--- src/hdl/jsu_pkg.sv ---
// ----------------------------------------------------------------------------
// jsu_pkg
// Shared types and codes for the JSON string unescape core.
// ----------------------------------------------------------------------------
`default_nettype none

package jsu_pkg;

	// Result kinds
	localparam logic [1:0] KIND_BYTE  = 2'd0;
	localparam logic [1:0] KIND_QUOTE = 2'd1;
	localparam logic [1:0] KIND_END   = 2'd2;

	// Input actions
	localparam logic ACT_DATA = 1'b0;
	localparam logic ACT_END  = 1'b1;

	// Most results one input can cause
	localparam int unsigned MAX_RES = 8;
	localparam int unsigned RES_IW  = $clog2(MAX_RES);
	localparam int unsigned RES_CW  = $clog2(MAX_RES + 1);

	// Characters of interest
	localparam logic [7:0] CH_QUOTE = 8'h22;
	localparam logic [7:0] CH_BSL   = 8'h5C;
	localparam logic [7:0] CH_U     = 8'h75;

	typedef enum logic [2:0] {
		MODE_NORMAL,
		MODE_ESC,
		MODE_HEX,
		MODE_HIGH,
		MODE_HIGH_ESC,
		MODE_HIGH_HEX
	} mode_t;

	typedef struct packed {
		logic [1:0] kind;
		logic [7:0] data;
	} res_t;

	typedef struct packed {
		res_t [MAX_RES-1:0] ent;
		logic [RES_CW-1:0]  cnt;
	} burst_t;

	typedef struct packed {
		mode_t       mode;
		logic [15:0] hex_value;
		logic [1:0]  hex_count;
		logic [9:0]  high_half;
		logic        high_pending;
	} dec_state_t;

	localparam dec_state_t DEC_RESET = '{
		mode:         MODE_NORMAL,
		hex_value:    16'h0000,
		hex_count:    2'd0,
		high_half:    10'd0,
		high_pending: 1'b0
	};

endpackage

`default_nettype wire

--- src/hdl/jsu_in_if.sv ---
// ----------------------------------------------------------------------------
// jsu_in_if
// Input channel: raw string body bytes and the end-of-text command.
// ----------------------------------------------------------------------------
`default_nettype none

interface jsu_in_if;
	logic       valid;
	logic       ready;
	logic       action;
	logic [7:0] in_byte;

	modport source (output valid, output action, output in_byte, input ready);
	modport sink   (input valid, input action, input in_byte, output ready);
endinterface

`default_nettype wire

--- src/hdl/jsu_out_if.sv ---
// ----------------------------------------------------------------------------
// jsu_out_if
// Output channel: decoded UTF-8 bytes and string markers.
// ----------------------------------------------------------------------------
`default_nettype none

interface jsu_out_if;
	logic       valid;
	logic       ready;
	logic [1:0] kind;
	logic [7:0] out_byte;
	logic       last;

	modport source (output valid, output kind, output out_byte, output last, input ready);
	modport sink   (input valid, input kind, input out_byte, input last, output ready);
endinterface

`default_nettype wire

--- src/hdl/jsu_decode.sv ---
// ----------------------------------------------------------------------------
// jsu_decode
// Single-pass decode of one input item against the held state.
// ----------------------------------------------------------------------------
`default_nettype none

module jsu_decode import jsu_pkg::*; (
	input  wire logic       action,
	input  wire logic [7:0] in_byte,
	input  wire dec_state_t st,
	input  wire logic [7:0] raw [3],
	output dec_state_t      nxt,
	output logic            raw_we,
	output logic [1:0]      raw_idx,
	output logic [7:0]      raw_data,
	output burst_t          res
);

	typedef enum logic [2:0] {T_NONE, T_BYTE, T_QUOTE, T_UTF8, T_END} tail_t;

	typedef struct packed {
		mode_t      mode;
		tail_t      tail;
		logic [7:0] tbyte;
	} step_t;

	typedef struct packed {
		logic       ok;
		logic [3:0] val;
	} hex_t;

	typedef struct packed {
		logic [3:0][7:0] bytes;
		logic [2:0]      len;
	} utf8_t;

	function automatic hex_t hex_digit(input logic [7:0] c);
		hex_t h;
		h.ok  = 1'b1;
		h.val = 4'd0;
		if (c >= 8'h30 && c <= 8'h39)      h.val = 4'(c - 8'h30);
		else if (c >= 8'h61 && c <= 8'h66) h.val = 4'(c - 8'h57);
		else if (c >= 8'h41 && c <= 8'h46) h.val = 4'(c - 8'h37);
		else                               h.ok  = 1'b0;
		return h;
	endfunction

	function automatic utf8_t utf8_enc(input logic [20:0] code);
		utf8_t u;
		u.bytes = '0;
		if (code < 21'h80) begin
			u.len      = 3'd1;
			u.bytes[0] = code[7:0];
		end else if (code < 21'h800) begin
			u.len      = 3'd2;
			u.bytes[0] = {3'b110, code[10:6]};
			u.bytes[1] = {2'b10, code[5:0]};
		end else if (code < 21'h10000) begin
			u.len      = 3'd3;
			u.bytes[0] = {4'b1110, code[15:12]};
			u.bytes[1] = {2'b10, code[11:6]};
			u.bytes[2] = {2'b10, code[5:0]};
		end else begin
			u.len      = 3'd4;
			u.bytes[0] = {5'b11110, code[20:18]};
			u.bytes[1] = {2'b10, code[17:12]};
			u.bytes[2] = {2'b10, code[11:6]};
			u.bytes[3] = {2'b10, code[5:0]};
		end
		return u;
	endfunction

	function automatic step_t normal_step(input logic [7:0] c);
		step_t s;
		s.tbyte = c;
		s.mode  = (c == CH_BSL) ? MODE_ESC : MODE_NORMAL;
		if (c == CH_QUOTE)    s.tail = T_QUOTE;
		else if (c == CH_BSL) s.tail = T_NONE;
		else                  s.tail = T_BYTE;
		return s;
	endfunction

	function automatic step_t escape_step(input logic [7:0] c);
		step_t s;
		s.mode = MODE_NORMAL;
		s.tail = T_BYTE;
		case (c)
			8'h6E:   s.tbyte = 8'h0A;
			8'h74:   s.tbyte = 8'h09;
			8'h72:   s.tbyte = 8'h0D;
			8'h62:   s.tbyte = 8'h08;
			8'h66:   s.tbyte = 8'h0C;
			default: s.tbyte = c;
		endcase
		if (c == CH_U) begin
			s.mode = MODE_HEX;
			s.tail = T_NONE;
		end
		return s;
	endfunction

	hex_t        hd;
	logic        full;
	logic [15:0] unit;
	logic        unit_high;
	logic        unit_low;
	logic        drop;
	logic        rawu;
	logic        bsl;
	step_t       stp;
	logic [20:0] tail_code;
	utf8_t       enc;
	utf8_t       fffd;
	logic [RES_CW-1:0] cnt;

	assign hd        = hex_digit(in_byte);
	assign full      = hd.ok && (st.hex_count == 2'd3);
	assign unit      = {st.hex_value[11:0], hd.val};
	assign unit_high = (unit >= 16'hD800) && (unit <= 16'hDBFF);
	assign unit_low  = (unit >= 16'hDC00) && (unit <= 16'hDFFF);
	assign fffd      = utf8_enc(21'h00FFFD);

	// State update and choice of emitted segments
	always_comb begin
		nxt       = st;
		raw_we    = 1'b0;
		raw_idx   = st.hex_count;
		raw_data  = in_byte;
		drop      = 1'b0;
		rawu      = 1'b0;
		bsl       = 1'b0;
		stp       = '{mode: MODE_NORMAL, tail: T_NONE, tbyte: in_byte};
		tail_code = '0;

		if (action == ACT_END) begin
			unique case (st.mode)
				MODE_ESC:      bsl  = 1'b1;
				MODE_HEX:      rawu = 1'b1;
				MODE_HIGH:     drop = 1'b1;
				MODE_HIGH_ESC: begin
					drop = 1'b1;
					bsl  = 1'b1;
				end
				MODE_HIGH_HEX: begin
					drop = 1'b1;
					rawu = 1'b1;
				end
				default: ;
			endcase
			stp.tail = T_END;
			nxt      = DEC_RESET;
		end else begin
			unique case (st.mode)
				MODE_ESC: stp = escape_step(in_byte);
				MODE_HEX, MODE_HIGH_HEX: begin
					stp.mode = st.mode;
					if (!hd.ok) begin
						drop = (st.mode == MODE_HIGH_HEX);
						rawu = 1'b1;
						stp  = normal_step(in_byte);
					end else if (!full) begin
						nxt.hex_value = unit;
						nxt.hex_count = st.hex_count + 2'd1;
						raw_we        = 1'b1;
					end else begin
						nxt.hex_value = '0;
						nxt.hex_count = 2'd0;
						if (st.mode == MODE_HIGH_HEX && unit_low) begin
							// Surrogate pair: 0x10000 + (high << 10) + low
							stp.mode  = MODE_NORMAL;
							stp.tail  = T_UTF8;
							tail_code = {({1'b0, st.high_half} + 11'd64), unit[9:0]};
						end else begin
							drop     = (st.mode == MODE_HIGH_HEX);
							stp.mode = MODE_NORMAL;
							if (unit_high) begin
								stp.mode = MODE_HIGH;
							end else if (unit_low) begin
								stp.tail  = T_UTF8;
								tail_code = 21'h00FFFD;
							end else begin
								stp.tail  = T_UTF8;
								tail_code = {5'd0, unit};
							end
						end
					end
				end
				MODE_HIGH: begin
					if (in_byte == CH_BSL) begin
						stp.mode = MODE_HIGH_ESC;
					end else begin
						drop = 1'b1;
						stp  = normal_step(in_byte);
					end
				end
				MODE_HIGH_ESC: begin
					if (in_byte == CH_U) begin
						stp.mode = MODE_HIGH_HEX;
					end else begin
						drop = 1'b1;
						stp  = escape_step(in_byte);
					end
				end
				default: stp = normal_step(in_byte);
			endcase

			nxt.mode = stp.mode;
			if (rawu) begin
				nxt.hex_value = '0;
				nxt.hex_count = 2'd0;
			end
			if ((stp.mode == MODE_HEX || stp.mode == MODE_HIGH_HEX) &&
			    st.mode != MODE_HEX && st.mode != MODE_HIGH_HEX) begin
				nxt.hex_value = '0;
				nxt.hex_count = 2'd0;
			end
			if (drop || (stp.mode == MODE_NORMAL && stp.tail == T_UTF8 &&
			    st.mode == MODE_HIGH_HEX)) begin
				nxt.high_half    = '0;
				nxt.high_pending = 1'b0;
			end
			if (stp.mode == MODE_HIGH && st.mode != MODE_HIGH) begin
				nxt.high_half    = unit[9:0];
				nxt.high_pending = 1'b1;
			end
		end
	end

	assign enc = utf8_enc(tail_code);

	// Assemble results in order: replacement char, raw digits, backslash, tail
	always_comb begin
		res.ent = '0;
		cnt     = '0;
		if (drop) begin
			for (int i = 0; i < 3; i++) begin
				res.ent[cnt[RES_IW-1:0]] = '{kind: KIND_BYTE, data: fffd.bytes[i]};
				cnt = cnt + RES_CW'(1);
			end
		end
		if (rawu) begin
			res.ent[cnt[RES_IW-1:0]] = '{kind: KIND_BYTE, data: CH_U};
			cnt = cnt + RES_CW'(1);
			for (int i = 0; i < 3; i++) begin
				if (i < int'(st.hex_count)) begin
					res.ent[cnt[RES_IW-1:0]] = '{kind: KIND_BYTE, data: raw[i]};
					cnt = cnt + RES_CW'(1);
				end
			end
		end
		if (bsl) begin
			res.ent[cnt[RES_IW-1:0]] = '{kind: KIND_BYTE, data: CH_BSL};
			cnt = cnt + RES_CW'(1);
		end
		case (stp.tail)
			T_BYTE: begin
				res.ent[cnt[RES_IW-1:0]] = '{kind: KIND_BYTE, data: stp.tbyte};
				cnt = cnt + RES_CW'(1);
			end
			T_QUOTE: begin
				res.ent[cnt[RES_IW-1:0]] = '{kind: KIND_QUOTE, data: 8'h00};
				cnt = cnt + RES_CW'(1);
			end
			T_END: begin
				res.ent[cnt[RES_IW-1:0]] = '{kind: KIND_END, data: 8'h00};
				cnt = cnt + RES_CW'(1);
			end
			T_UTF8: begin
				for (int i = 0; i < 4; i++) begin
					if (i < int'(enc.len)) begin
						res.ent[cnt[RES_IW-1:0]] = '{kind: KIND_BYTE, data: enc.bytes[i]};
						cnt = cnt + RES_CW'(1);
					end
				end
			end
			default: ;
		endcase
		res.cnt = cnt;
	end

endmodule

`default_nettype wire

--- src/hdl/jsu_burst.sv ---
// ----------------------------------------------------------------------------
// jsu_burst
// Result register: holds the results of one item and drains them in order.
// ----------------------------------------------------------------------------
`default_nettype none

module jsu_burst import jsu_pkg::*; (
	input  wire logic   clk,
	input  wire logic   arst_n,
	input  wire logic   load,
	input  wire burst_t ld,
	output logic        free,
	jsu_out_if.source   out_ch
);

	res_t              ent_q [MAX_RES];
	logic [RES_CW-1:0] n_q;
	logic [RES_CW-1:0] ptr_q;
	logic [RES_CW-1:0] ptr_nx;
	logic              xfer;
	res_t              cur;

	assign ptr_nx = ptr_q + RES_CW'(1);
	assign xfer   = out_ch.valid && out_ch.ready;
	assign free   = (ptr_q == n_q) || (xfer && ptr_nx == n_q);
	assign cur    = ent_q[ptr_q[RES_IW-1:0]];

	assign out_ch.valid    = (ptr_q != n_q);
	assign out_ch.kind     = cur.kind;
	assign out_ch.out_byte = cur.data;
	assign out_ch.last     = (ptr_nx == n_q);

	always_ff @(posedge clk or negedge arst_n) begin
		if (!arst_n) begin
			n_q   <= '0;
			ptr_q <= '0;
		end else if (load && free) begin
			n_q   <= ld.cnt;
			ptr_q <= '0;
		end else if (xfer) begin
			ptr_q <= ptr_nx;
		end
	end

	always_ff @(posedge clk) begin
		if (load && free) begin
			for (int i = 0; i < MAX_RES; i++) begin
				ent_q[i] <= ld.ent[i];
			end
		end
	end

endmodule

`default_nettype wire

--- src/hdl/json_string_unescape_utf8_core.sv ---
// ----------------------------------------------------------------------------
// json_string_unescape_utf8_core
// JSON string body to UTF-8 decoder with surrogate pairing.
// ----------------------------------------------------------------------------
// Takes one body byte (or an end-of-text command) per transfer and gives the
// decoded UTF-8 bytes, closing-quote markers and an end marker, each result
// flagged with last on the final one its input caused. An input item sits in
// a one-entry input register, is decoded in one pass against the held escape
// state and is written, all its results at once, into an eight-entry result
// register that drains one result per cycle while out_ch.ready is high. An
// input is taken every cycle while each item gives at most one result and
// the output is ready; an item giving more results holds the following item
// until the result register has drained. Items that give no result (a
// backslash, a hex digit) also pass at one a cycle.
// ----------------------------------------------------------------------------
`default_nettype none

module json_string_unescape_utf8_core import jsu_pkg::*; (
	input  wire logic clk,
	input  wire logic arst_n,
	jsu_in_if.sink    in_ch,
	jsu_out_if.source out_ch
);

	// Input register
	logic       valid_s1;
	logic       action_s1;
	logic [7:0] byte_s1;

	// Escape state
	dec_state_t st_q;
	logic [7:0] raw_digits_q [3];

	dec_state_t st_nx;
	logic       raw_we;
	logic [1:0] raw_idx;
	logic [7:0] raw_data;
	burst_t     dec_res;
	logic       free;
	logic       commit;

	// Commit the held item once the result register can take its results
	assign commit      = valid_s1 && free;
	assign in_ch.ready = !valid_s1 || commit;

	always_ff @(posedge clk or negedge arst_n) begin
		if (!arst_n) begin
			valid_s1 <= 1'b0;
		end else if (in_ch.valid && in_ch.ready) begin
			valid_s1 <= 1'b1;
		end else if (commit) begin
			valid_s1 <= 1'b0;
		end
	end

	// Payload: load on transfer, no reset needed
	always_ff @(posedge clk) begin
		if (in_ch.valid && in_ch.ready) begin
			action_s1 <= in_ch.action;
			byte_s1   <= in_ch.in_byte;
		end
	end

	jsu_decode u_decode (
		.action   (action_s1),
		.in_byte  (byte_s1),
		.st       (st_q),
		.raw      (raw_digits_q),
		.nxt      (st_nx),
		.raw_we   (raw_we),
		.raw_idx  (raw_idx),
		.raw_data (raw_data),
		.res      (dec_res)
	);

	// Advance the escape state only on commit
	always_ff @(posedge clk or negedge arst_n) begin
		if (!arst_n) begin
			st_q <= DEC_RESET;
		end else if (commit) begin
			st_q <= st_nx;
		end
	end

	// Raw hex digits, kept for the literal fallback; only read once written
	always_ff @(posedge clk) begin
		if (commit && raw_we) begin
			raw_digits_q[raw_idx] <= raw_data;
		end
	end

	jsu_burst u_burst (
		.clk    (clk),
		.arst_n (arst_n),
		.load   (commit),
		.ld     (dec_res),
		.free   (free),
		.out_ch (out_ch)
	);

	// End of text always gives at least its marker
	a_end_gives_result: assert property (@(posedge clk) disable iff (!arst_n)
		commit && action_s1 == ACT_END |-> dec_res.cnt != '0)
		else $error("end of text committed with no result");

	// End of text returns the decoder to plain text
	a_end_resets: assert property (@(posedge clk) disable iff (!arst_n)
		commit && action_s1 == ACT_END |=> st_q.mode == MODE_NORMAL && !st_q.high_pending)
		else $error("state not cleared after end of text");

	// A held high surrogate goes with the surrogate modes and no other
	a_high_mode: assert property (@(posedge clk) disable iff (!arst_n)
		st_q.high_pending == (st_q.mode == MODE_HIGH || st_q.mode == MODE_HIGH_ESC ||
		                      st_q.mode == MODE_HIGH_HEX))
		else $error("high surrogate flag out of step with mode");

	// A held item waits only while the result register still drains
	a_stall_cause: assert property (@(posedge clk) disable iff (!arst_n)
		valid_s1 && !commit |-> out_ch.valid)
		else $error("input held with no results pending");

endmodule

`default_nettype wire
--- src/flat_wrapper.sv ---
// flat-port wrapper written by rule: the top's interface ports become plain ports
module json_string_unescape_utf8_core_flat import jsu_pkg::*;
  (clk, arst_n, in_ch_valid, in_ch_action, in_ch_in_byte, in_ch_ready, out_ch_valid, out_ch_kind, out_ch_out_byte, out_ch_last, out_ch_ready);
  jsu_in_if in_ch_i ();
  jsu_out_if out_ch_i ();
  input  wire logic clk;
  input  wire logic arst_n;
  input wire logic [$bits(in_ch_i.valid)-1:0] in_ch_valid;
  input wire logic [$bits(in_ch_i.action)-1:0] in_ch_action;
  input wire logic [$bits(in_ch_i.in_byte)-1:0] in_ch_in_byte;
  output wire logic [$bits(in_ch_i.ready)-1:0] in_ch_ready;
  output wire logic [$bits(out_ch_i.valid)-1:0] out_ch_valid;
  output wire logic [$bits(out_ch_i.kind)-1:0] out_ch_kind;
  output wire logic [$bits(out_ch_i.out_byte)-1:0] out_ch_out_byte;
  output wire logic [$bits(out_ch_i.last)-1:0] out_ch_last;
  input wire logic [$bits(out_ch_i.ready)-1:0] out_ch_ready;
  assign in_ch_i.valid = in_ch_valid;
  assign in_ch_i.action = in_ch_action;
  assign in_ch_i.in_byte = in_ch_in_byte;
  assign in_ch_ready = in_ch_i.ready;
  assign out_ch_valid = out_ch_i.valid;
  assign out_ch_kind = out_ch_i.kind;
  assign out_ch_out_byte = out_ch_i.out_byte;
  assign out_ch_last = out_ch_i.last;
  assign out_ch_i.ready = out_ch_ready;
  json_string_unescape_utf8_core u_core (.clk(clk), .arst_n(arst_n), .in_ch(in_ch_i), .out_ch(out_ch_i));
endmodule
--- config.mk ---
export PLATFORM = sky130hd
export DESIGN_NAME = json_string_unescape_utf8_core_flat
export DESIGN_NICKNAME = d
export VERILOG_FILES = /design/src/hdl/jsu_pkg.sv /design/src/hdl/jsu_in_if.sv /design/src/hdl/jsu_out_if.sv /design/src/hdl/jsu_decode.sv /design/src/hdl/jsu_burst.sv /design/src/hdl/json_string_unescape_utf8_core.sv /design/src/flat_wrapper.sv
export SDC_FILE = /design/constraint.sdc
export NUM_CORES = 1
export LEC_CHECK = 0
export BUFFER_PORTS_ARGS = -buffer_cell sky130_fd_sc_hd__buf_2
export CAP_MARGIN = 20
export CORE_MARGIN = 2
export CORE_UTILIZATION = 43
export DETAILED_ROUTE_END_ITERATION = 7
export SLEW_MARGIN = 20
export SYNTH_ARGS = -nofsm -noshare
export SYNTH_HDL_FRONTEND = slang
export SYNTH_SLANG_ARGS = --single-unit
export TNS_END_PERCENT = 5
--- constraint.sdc ---
create_clock -name clk -period 8.25 [get_ports clk]
set_clock_uncertainty 0.05 [all_clocks]
set_input_delay 0.825 -clock clk [delete_from_list [all_inputs] [get_ports clk]]
set_output_delay 0.825 -clock clk [all_outputs]
set_load 0.02 [all_outputs]
After elaboration in Yosys (flattened, before gate mapping):

Memories as Yosys holds them, arrays and structs flattened.
Index checks and enable logic that the tools add are counted.
W data, S select, Z words.

* order comparisons: 40
* bitwise gates (word level): 13
* add/sub/neg operators: 15
* mux-type cells: 133
* reduce and logical (&&, ||, !) cells: 45
* equal/unequal tests: 28

Operators with widths (number)
* $mux W80: 14
* $bwmux W80: 8
* $pmux W80 S4: 1
* $demux W10 S3: 9
* $and A72 B72 Y72: 2
* $not A72 Y72: 2
* $mux W21: 5
* $mux W10: 10
* $mux W18: 5
* $mux W4: 19
* $eq A8 B7 Y1 const B: 7
* $pmux W14 S4: 1
* $and A48 B48 Y48: 1
* $mux W16: 3
* $not A48 Y48: 1
* $add A4 B1 Y4 const B: 10
* $and A13 B40 Y40: 1
* $not A40 Y40: 1
* $or A15 B40 Y40: 1
* $pmux W8 S5: 1
* $lt A3 B4 Y1 const B: 9
* $mux W11: 3
* $ge A16 B16 Y1 const B: 2
* $le A16 B16 Y1 const B: 2
* 58 further kinds: 156

* memories kept: 1
* input bits: 13
* bits in registers: 69
* logic and storage cells: 287
* memory bits (writable): 80

Memory list
* u_core.u_burst.ent_q: depth 8, bits a word 10, rd ports 1, clocked after Yosys merged registers in 0, write ports 8, RTL line jsu_burst.sv:16 `res_t ent_q [MAX_RES];`

Depth between registers and ports, before layout:

Gate-level depths: netlist of the first run.

* depth in word-level cells: 44
* depth in mapped cells: 33
* depth with buffers taken out: 28

Modules after synthesis:

A second synthesis of the first run with hierarchy kept.

* cell total of the unflattened synthesis: 1520
* area total of the unflattened synthesis: 13217.7 um^2

Modules (own cells, without submodules)
* jsu_decode: seq. area each 0.0 um^2, times used 1, cells an instance 1227, area each 7215.7 um^2
* jsu_burst: seq. area each 2602.5 um^2, times used 1, cells an instance 183, area each 3626.0 um^2
* json_string_unescape_utf8_core: seq. area each 1816.7 um^2, times used 1, cells an instance 110, area each 2376.0 um^2

Worst setup path before layout of the first run:

OpenSTA, ideal clock, no wires.

* path type: reg2reg
* from: reg u_core.byte_s1[0]
* to: mem u_core.u_burst.ent_q[3][4] (netlist bit), data pin
* data arrival time: 6523 ps
* slack: 1408 ps
* setup time: 269 ps
* stages on the path, launching flop included: 31
* path through: edfxtp_1 > inv_1 > ha_1 > or3b_1 > and3_1 > buf_2 > nor3_4 > o21ai_0 > clkbuf_1 > clkbuf_1 > ha_1 > buf_1 > xnor2_1 > o21ai_0 > ha_1 > nor2_1 > a31o_2 > buf_2 > inv_2 > ha_1 > nor3_1 > nor2_1 > ha_1 > nand2_1 > a21oi_1 > a21oi_1 > xnor2_1 > buf_2 > nor2_4 > a2111oi_0 > o31ai_1

RTL lines
* from (decl): RTL line json_string_unescape_utf8_core.sv:28 `logic [7:0] byte_s1;`
* from (signal assigned): RTL line json_string_unescape_utf8_core.sv:60 `byte_s1 <= in_ch.in_byte;`
* to (decl): RTL line jsu_burst.sv:16

==> results of run 1 <==
## metal layers
layer	share of wire [%]	track usage, %	routed length (um)
met5	0.022	0	13
met1	41	51.26	23970
met2	43	56.23	24790
met4	5.0	16.36	2903
met3	11	8.635	6498
## logic make-up after synthesis
kind of cell | Yosys count
mux | 68
xor+xnor | 22
compound gates | 532
fa+ha+maj | 23
flops | 149
buf+inv | 133
simple gates | 574
## state kept, by name, summed over array words and instances, names as in the netlist
register	cells
u_core.u_burst.n_q	4
u_core.u_burst.ent_q	80
u_core.byte_s1	8
u_core.st_q	27
u_core.valid_s1	1
u_core.u_burst.ptr_q	4
u_core.action_s1	1
u_core.raw_digits_q	24
## path summary, 6_finish.rpt
check	startpoint	to	slack, ns	depth (start not counted)
setup / recovery	u_core.byte_s1[3]	u_core.u_burst.ent_q[7][1]	0.74	28
hold reg to reg	u_core.st_q[1]	u_core.st_q[1]	0.45	2
hold / removal	arst_n	u_core.st_q[15]	0.42	1
min in group clk	u_core.st_q[1]	u_core.st_q[1]	0.45	2
setup reg to reg	u_core.byte_s1[3]	u_core.u_burst.ent_q[7][1]	0.74	28
max in group asynchronous	arst_n	u_core.st_q[10]	7.20	1
## area by class of cell
type                       count  area, sq um
multi-input combinational   1219         7976
clock inverter                15        206.4
antenna                        2        5.005
tap                          390        488.0
sequential                   149         4294
inverter                      31        117.6
clock buffer                  17        425.4
fill                        2877        15390
timing repair buffer          75        500.5
## power by group through the flow
stage	clock network [mW]	registers (mW)	logic (mW)
6_report	0.881	1.32	2.95
5_1_grt	0.914	1.35	3.10
4_1_cts	0.880	1.33	2.84
3_5_place_dp	0	1.34	2.83
3_3_place_gp	0	1.34	2.86
2_1_floorplan	0	1.24	1.96
## critical path: cells and delay by family, from the launching register on
kind,cells,cell delay [ns]
xor gates and xnor gates,1,0.24
DFF,1,0.64
AOI/OAI and AO/OA,10,2.07
and+or+nand+nor,9,2.15
buffers and inverters,4,0.98
adders and majority gates,4,1.08
## layout by cell type (no fill, tap or decap), types with 9 or more instances in the layout
master / count
mux4_2: 20
nor2_1: 149
o221ai_1: 9
a31oi_1: 25
ha_1: 23
inv_1: 26
or2_2: 12
buf_4: 49
and3_1: 16
a21o_1: 15
nor3_1: 50
a2bb2oi_1: 9
dfrtp_1: 36
nand3b_1: 11
mux2_2: 17
xnor2_1: 14
o22ai_1: 29
o21ai_0: 103
a22oi_1: 18
nand2b_1: 16
a32oi_1: 9
a21oi_1: 100
and2_1: 17
clkbuf_16: 17
or3_1: 16
edfxtp_1: 113
nor4_1: 11
a211o_1: 13
nor2b_1: 9
o21ai_1: 11
o31ai_1: 15
o211ai_1: 25
a211oi_1: 30
nand4_1: 11
o21a_1: 10
nand3_1: 67
a22o_1: 23
mux2i_1: 31
nand2_1: 154
buf_2: 25
## through the flow
step	power, mW	util, %	cell area [sq um]
floorplan	3.197	-	12760
global placement	4.191	45.45	13360
detailed placement	4.175	45.45	13360
CTS	5.050	47.60	14000
global route	5.361	47.64	14010
finish	5.153	47.66	14010
==> metrics, run 1 <==
Max Cap Viol=0; sw frac=50.18%; Final min period=7.508 ns; H-tree depth=4; compound-cell area share of the yosys netlist=28.82%; Seq/Total Area, Yosys=33.64%; crit start category=flop; combinational fraction of design power=57.2%; Leak=4.862 nW; vias post-DR=13340; Max Fanout on Critical Path=25; Synth async-reset ratio=24.16%; die height=176.3 um; leading area contributor after synthesis=edfxtp_1; Crit Path Category=flop to flop; Final HPWL DP=43920 um; Synth Area in Adders=2.254%; PostCTS Resize Cnt=0; fmax=0.1332 GHz; clk slew on worst S/H paths=0.07 ns; Worst EP arrival=7.65 ns; max-slew violation count=0; IR drop worst, VDD=0.0001831 V; Worst Tran Pin Value=1.202 ns; Via density=7.026; largest net degree at the start of global routing=58; post-synthesis mux area share=7.459%; Sequential Power Share=25.7%; largest family of logic cells by synthesized area=compound AO/OA/AOI/OAI gates; post-DR wirelength/cell=30.65 um; slew margin rel.=19.36%; # DRC=0; Synth top cells by count=nand2_1, nor2_1, edfxtp_1, o21ai_0, a21oi_1; fin crit share=91.01%; post-synth top area share=26.58%; Die ar.=0.03108 sq mm; IO Port Bufs=25; delay of the slowest critical-path stage=0.64 ns; I/O pins=26; CTS Buffer Depth=2; final net count=1529; post-synthesis instance area=0.01276 sq mm; final setup violation count=0; pwr dens=367.7 mW/mm^2; GP Congestion=1.052; CP required=8.39 ns; Mean Syn Cell Area=8.504 sq um; Clock Sinks=149; Rows=63; Worst setup EP type=flop; Post-synth EDFFs=113; cts bufs inserted=17; fraction of layout instances using a drive strength above 1=12.82%; count leader, synth=nand2_1; gr ovfl total=0; Core Footprint=0.02940 sq mm; status=complete, no violations; hold buffers post-CTS=0; Fin. Hold Viols=0; Setup Buffers After CTS=0; Non-Filler Instances=1898; later-pin clock latency in the skew report=0.46 ns; antenna violations before repair=2; xor and xnor fraction of the mapped netlist area=1.774%; Root Driver=clkbuf_16; Syn-to-layout area delta=9.782%; RSZ-0062 raised after global routing=false; Clock Power Share=17.1%; Initial Utilization=43.41%; PnR worst setup slack=0.7420 ns; Yosys reg bits=149; Worst Hold Class=primary input to async pin; CTS tree=yes; Pre-antenna DRT Iters=7; WL final=58180 um; internal power=2.567 mW; Post-Synth Simple-Gate Area=21.93%; vias in the first global route=12280; Slowest-stage cell, CP=edfxtp_1; post-synth net total=1537; switching power=2.586 mW; first-pass GRT wire length=84390 um; Mapped Cells=1501; Die W=176.3 um; Setup Total Neg Slack=0 ns; yosys synthesis warning count=0; dpl cells=1863; GRT Util Overall=37.32%; Netlist cell types=94; Setup WS pre-CTS=0.9294 ns; main flop type after synthesis=edfxtp_1; Post-Route Hold Slack=0.4158 ns; Antenna Nets Post-Route=0; Initial DRC Count=2367; largest cells by area after synthesis=edfxtp_1, dfrtp_1, nand2_1
No activity file was read; power rests on OpenSTA's default activity.
==> run 2, diff against run 1 <==
--- a/config.mk
+++ b/config.mk
@@ -9,7 +9,9 @@
 export CAP_MARGIN = 20
 export CORE_MARGIN = 2
 export CORE_UTILIZATION = 43
+export CTS_BUF_LIST = sky130_fd_sc_hd__clkbuf_16
 export DETAILED_ROUTE_END_ITERATION = 7
+export PLACE_DENSITY = 0.55
 export SLEW_MARGIN = 20
 export SYNTH_ARGS = -nofsm -noshare
 export SYNTH_HDL_FRONTEND = slang
==> run 2 against run 1 <==
Against the previous run: die area unchanged; non-clock buffer count down 3; register-to-register slack worse by 0.18 ns; flip-flop and latch count unchanged; clock-buffer cell count unchanged; sequential share of layout area up 0.23 points; critical path depth unchanged; via count down 0.50%; clock power down 13%; global-route usage up 0.46 points; critical endpoint is now u_core.u_burst.ent_q[1][5]; largest cell class unchanged; largest power group unchanged.
==> metrics, run 2 (synthesized netlist as in run 1, its figures left out) <==
largest net degree at the start of global routing=77; fraction of layout instances using a drive strength above 1=12.71%; die height=176.3 um; Initial DRC Count=2112; crit start category=flop; ANT cells=0; # DRC=0; Syn-to-layout area delta=8.978%; antenna violations before repair=3; Setup Buffers After CTS=0; Antenna Nets Post-Route=0; max reg flops=80; Die ar.=0.03108 sq mm; cts bufs inserted=17; Setup Total Neg Slack=0 ns; most used cell, CP=ha_1; CP required=8.51 ns; Final min period=7.686 ns; Fin. Hold Viols=0; Max Cap Viol=0; hold buffers post-CTS=0; Worst Tran Pin Value=1.223 ns; internal power=2.467 mW; Rows=63; final setup violation count=0; combinational fraction of design power=58.4%; Largest regs=u_core.u_burst.ent_q: 80 flops, u_core.st_q: 27 flops, u_core.raw_digits_q: 24 flops; RSZ-0062 raised after global routing=false; final net count=1526; GRT Util Overall=37.79%; later-pin clock latency in the skew report=0.46 ns; Crit Path Category=flop to flop; fmax=0.1301 GHz; Via density=7.010; Max Fanout on Critical Path=24; IO Port Bufs=25; CTS tree=yes; CTS Buffer Depth=2; post-DR wirelength/cell=30.77 um; Die W=176.3 um; Worst Hold Class=primary input to async pin; most frequent cells in the layout=nand2_1, nor2_1, edfxtp_1, o21ai_0, a21oi_1; Design Area, Final=0.01391 sq mm; WL final=58240 um; Initial Utilization=43.41%; most common cell after layout, fill and taps aside=nand2_1; Leak=4.793 nW; sw frac=51.14%; PostCTS Resize Cnt=0; first-pass GRT wire length=84910 um; fin crit share=93.17%; Clock Power Share=15.2%; Root Driver=clkbuf_16; switching power=2.583 mW; max-slew violation count=0; gr ovfl total=0; Sequential Power Share=26.4%; vias in the first global route=12230; Clock Sinks=149; Pre-antenna DRT Iters=6; Worst setup EP type=flop; clk slew on worst S/H paths=0.08 ns; I/O pins=26; vias post-DR=13270; delay of the slowest critical-path stage=0.92 ns; Slowest-stage cell, CP=xnor2_1; Worst EP arrival=7.95 ns; status=complete, no violations; Core Footprint=0.02940 sq mm; IR drop worst, VDD=0.0001709 V; Largest Register=u_core.u_burst.ent_q; DP Area=0.01335 sq mm; slew margin rel.=17.58%; Final HPWL DP=44060 um; GP Congestion=1.051; pwr dens=363.0 mW/mm^2; H-tree depth=4
==> run 2: final timing paths <==
kind | depth (start not counted) | end | from | slack, ns
worst min-delay path | 1 | u_core.st_q[29] | arst_n | 0.40
max in group asynchronous | 1 | u_core.u_burst.ptr_q[1] | arst_n | 7.17
min in group clk | 2 | u_core.u_burst.n_q[0] | u_core.u_burst.n_q[0] | 0.45
worst min register to register | 2 | u_core.u_burst.n_q[0] | u_core.u_burst.n_q[0] | 0.45
worst max-delay path | 28 | u_core.u_burst.ent_q[1][5] | u_core.byte_s1[0] | 0.56
worst max register to register | 28 | u_core.u_burst.ent_q[1][5] | u_core.byte_s1[0] | 0.56
==> run 2: metrics by stage <==
stage	total power, mW	hold slack (ns)	std cells	util, %	setup slack (ns)
2_1_floorplan	3.197	0.4002	1501	-	1.408
3_3_place_gp	4.221	0.4346	1859	45.41	0.8569
3_5_place_dp	4.202	0.4419	1859	45.41	0.7414
4_1_cts	4.971	0.4278	1891	47.27	0.6801
5_1_grt	5.283	0.4763	1893	47.31	0.02290
6_report	5.050	0.4019	1893	47.31	0.5635
==> run 2: power groups by stage <==
stage / Combinational, mW / Clock [mW] / Sequential (mW)
floorplan: 1.96 / 0 / 1.24
global placement: 2.87 / 0 / 1.35
detailed placement: 2.85 / 0 / 1.35
CTS: 2.86 / 0.769 / 1.34
global route: 3.12 / 0.796 / 1.36
finish: 2.95 / 0.766 / 1.34
==> run 2: cell type report <==
type                    count  area (sq um)
multi-input cells        1219          7988
well taps                 390         488.0
repair buffers             72         475.5
inverters                  31         117.6
flip-flops and latches    149          4295
clock buffers              17         425.4
clock inverters            15         121.4
fillers                  2886         15490
==> run 2: layer usage <==
metal  global-route usage (%)  part of all wire [%]  vias to the layer above
li1                         -                     -                     5781
met1                    52.72                    41                     6367
met2                    56.19                    43                      945
met3                    8.269                    11                      172
met4                    16.80                   4.7                        4
met5                        0                 0.039                        -
==> run 2: critical path: cells and delay by family, from the launching register on <==
| family | cells | cell delay [ns] |
|---|---|---|
| flops | 1 | 0.54 |
| fa+ha+maj | 5 | 1.58 |
| compound gates | 8 | 1.55 |
| buf+inv | 4 | 0.80 |
| simple gates | 10 | 2.11 |
| xor+xnor | 1 | 0.92 |
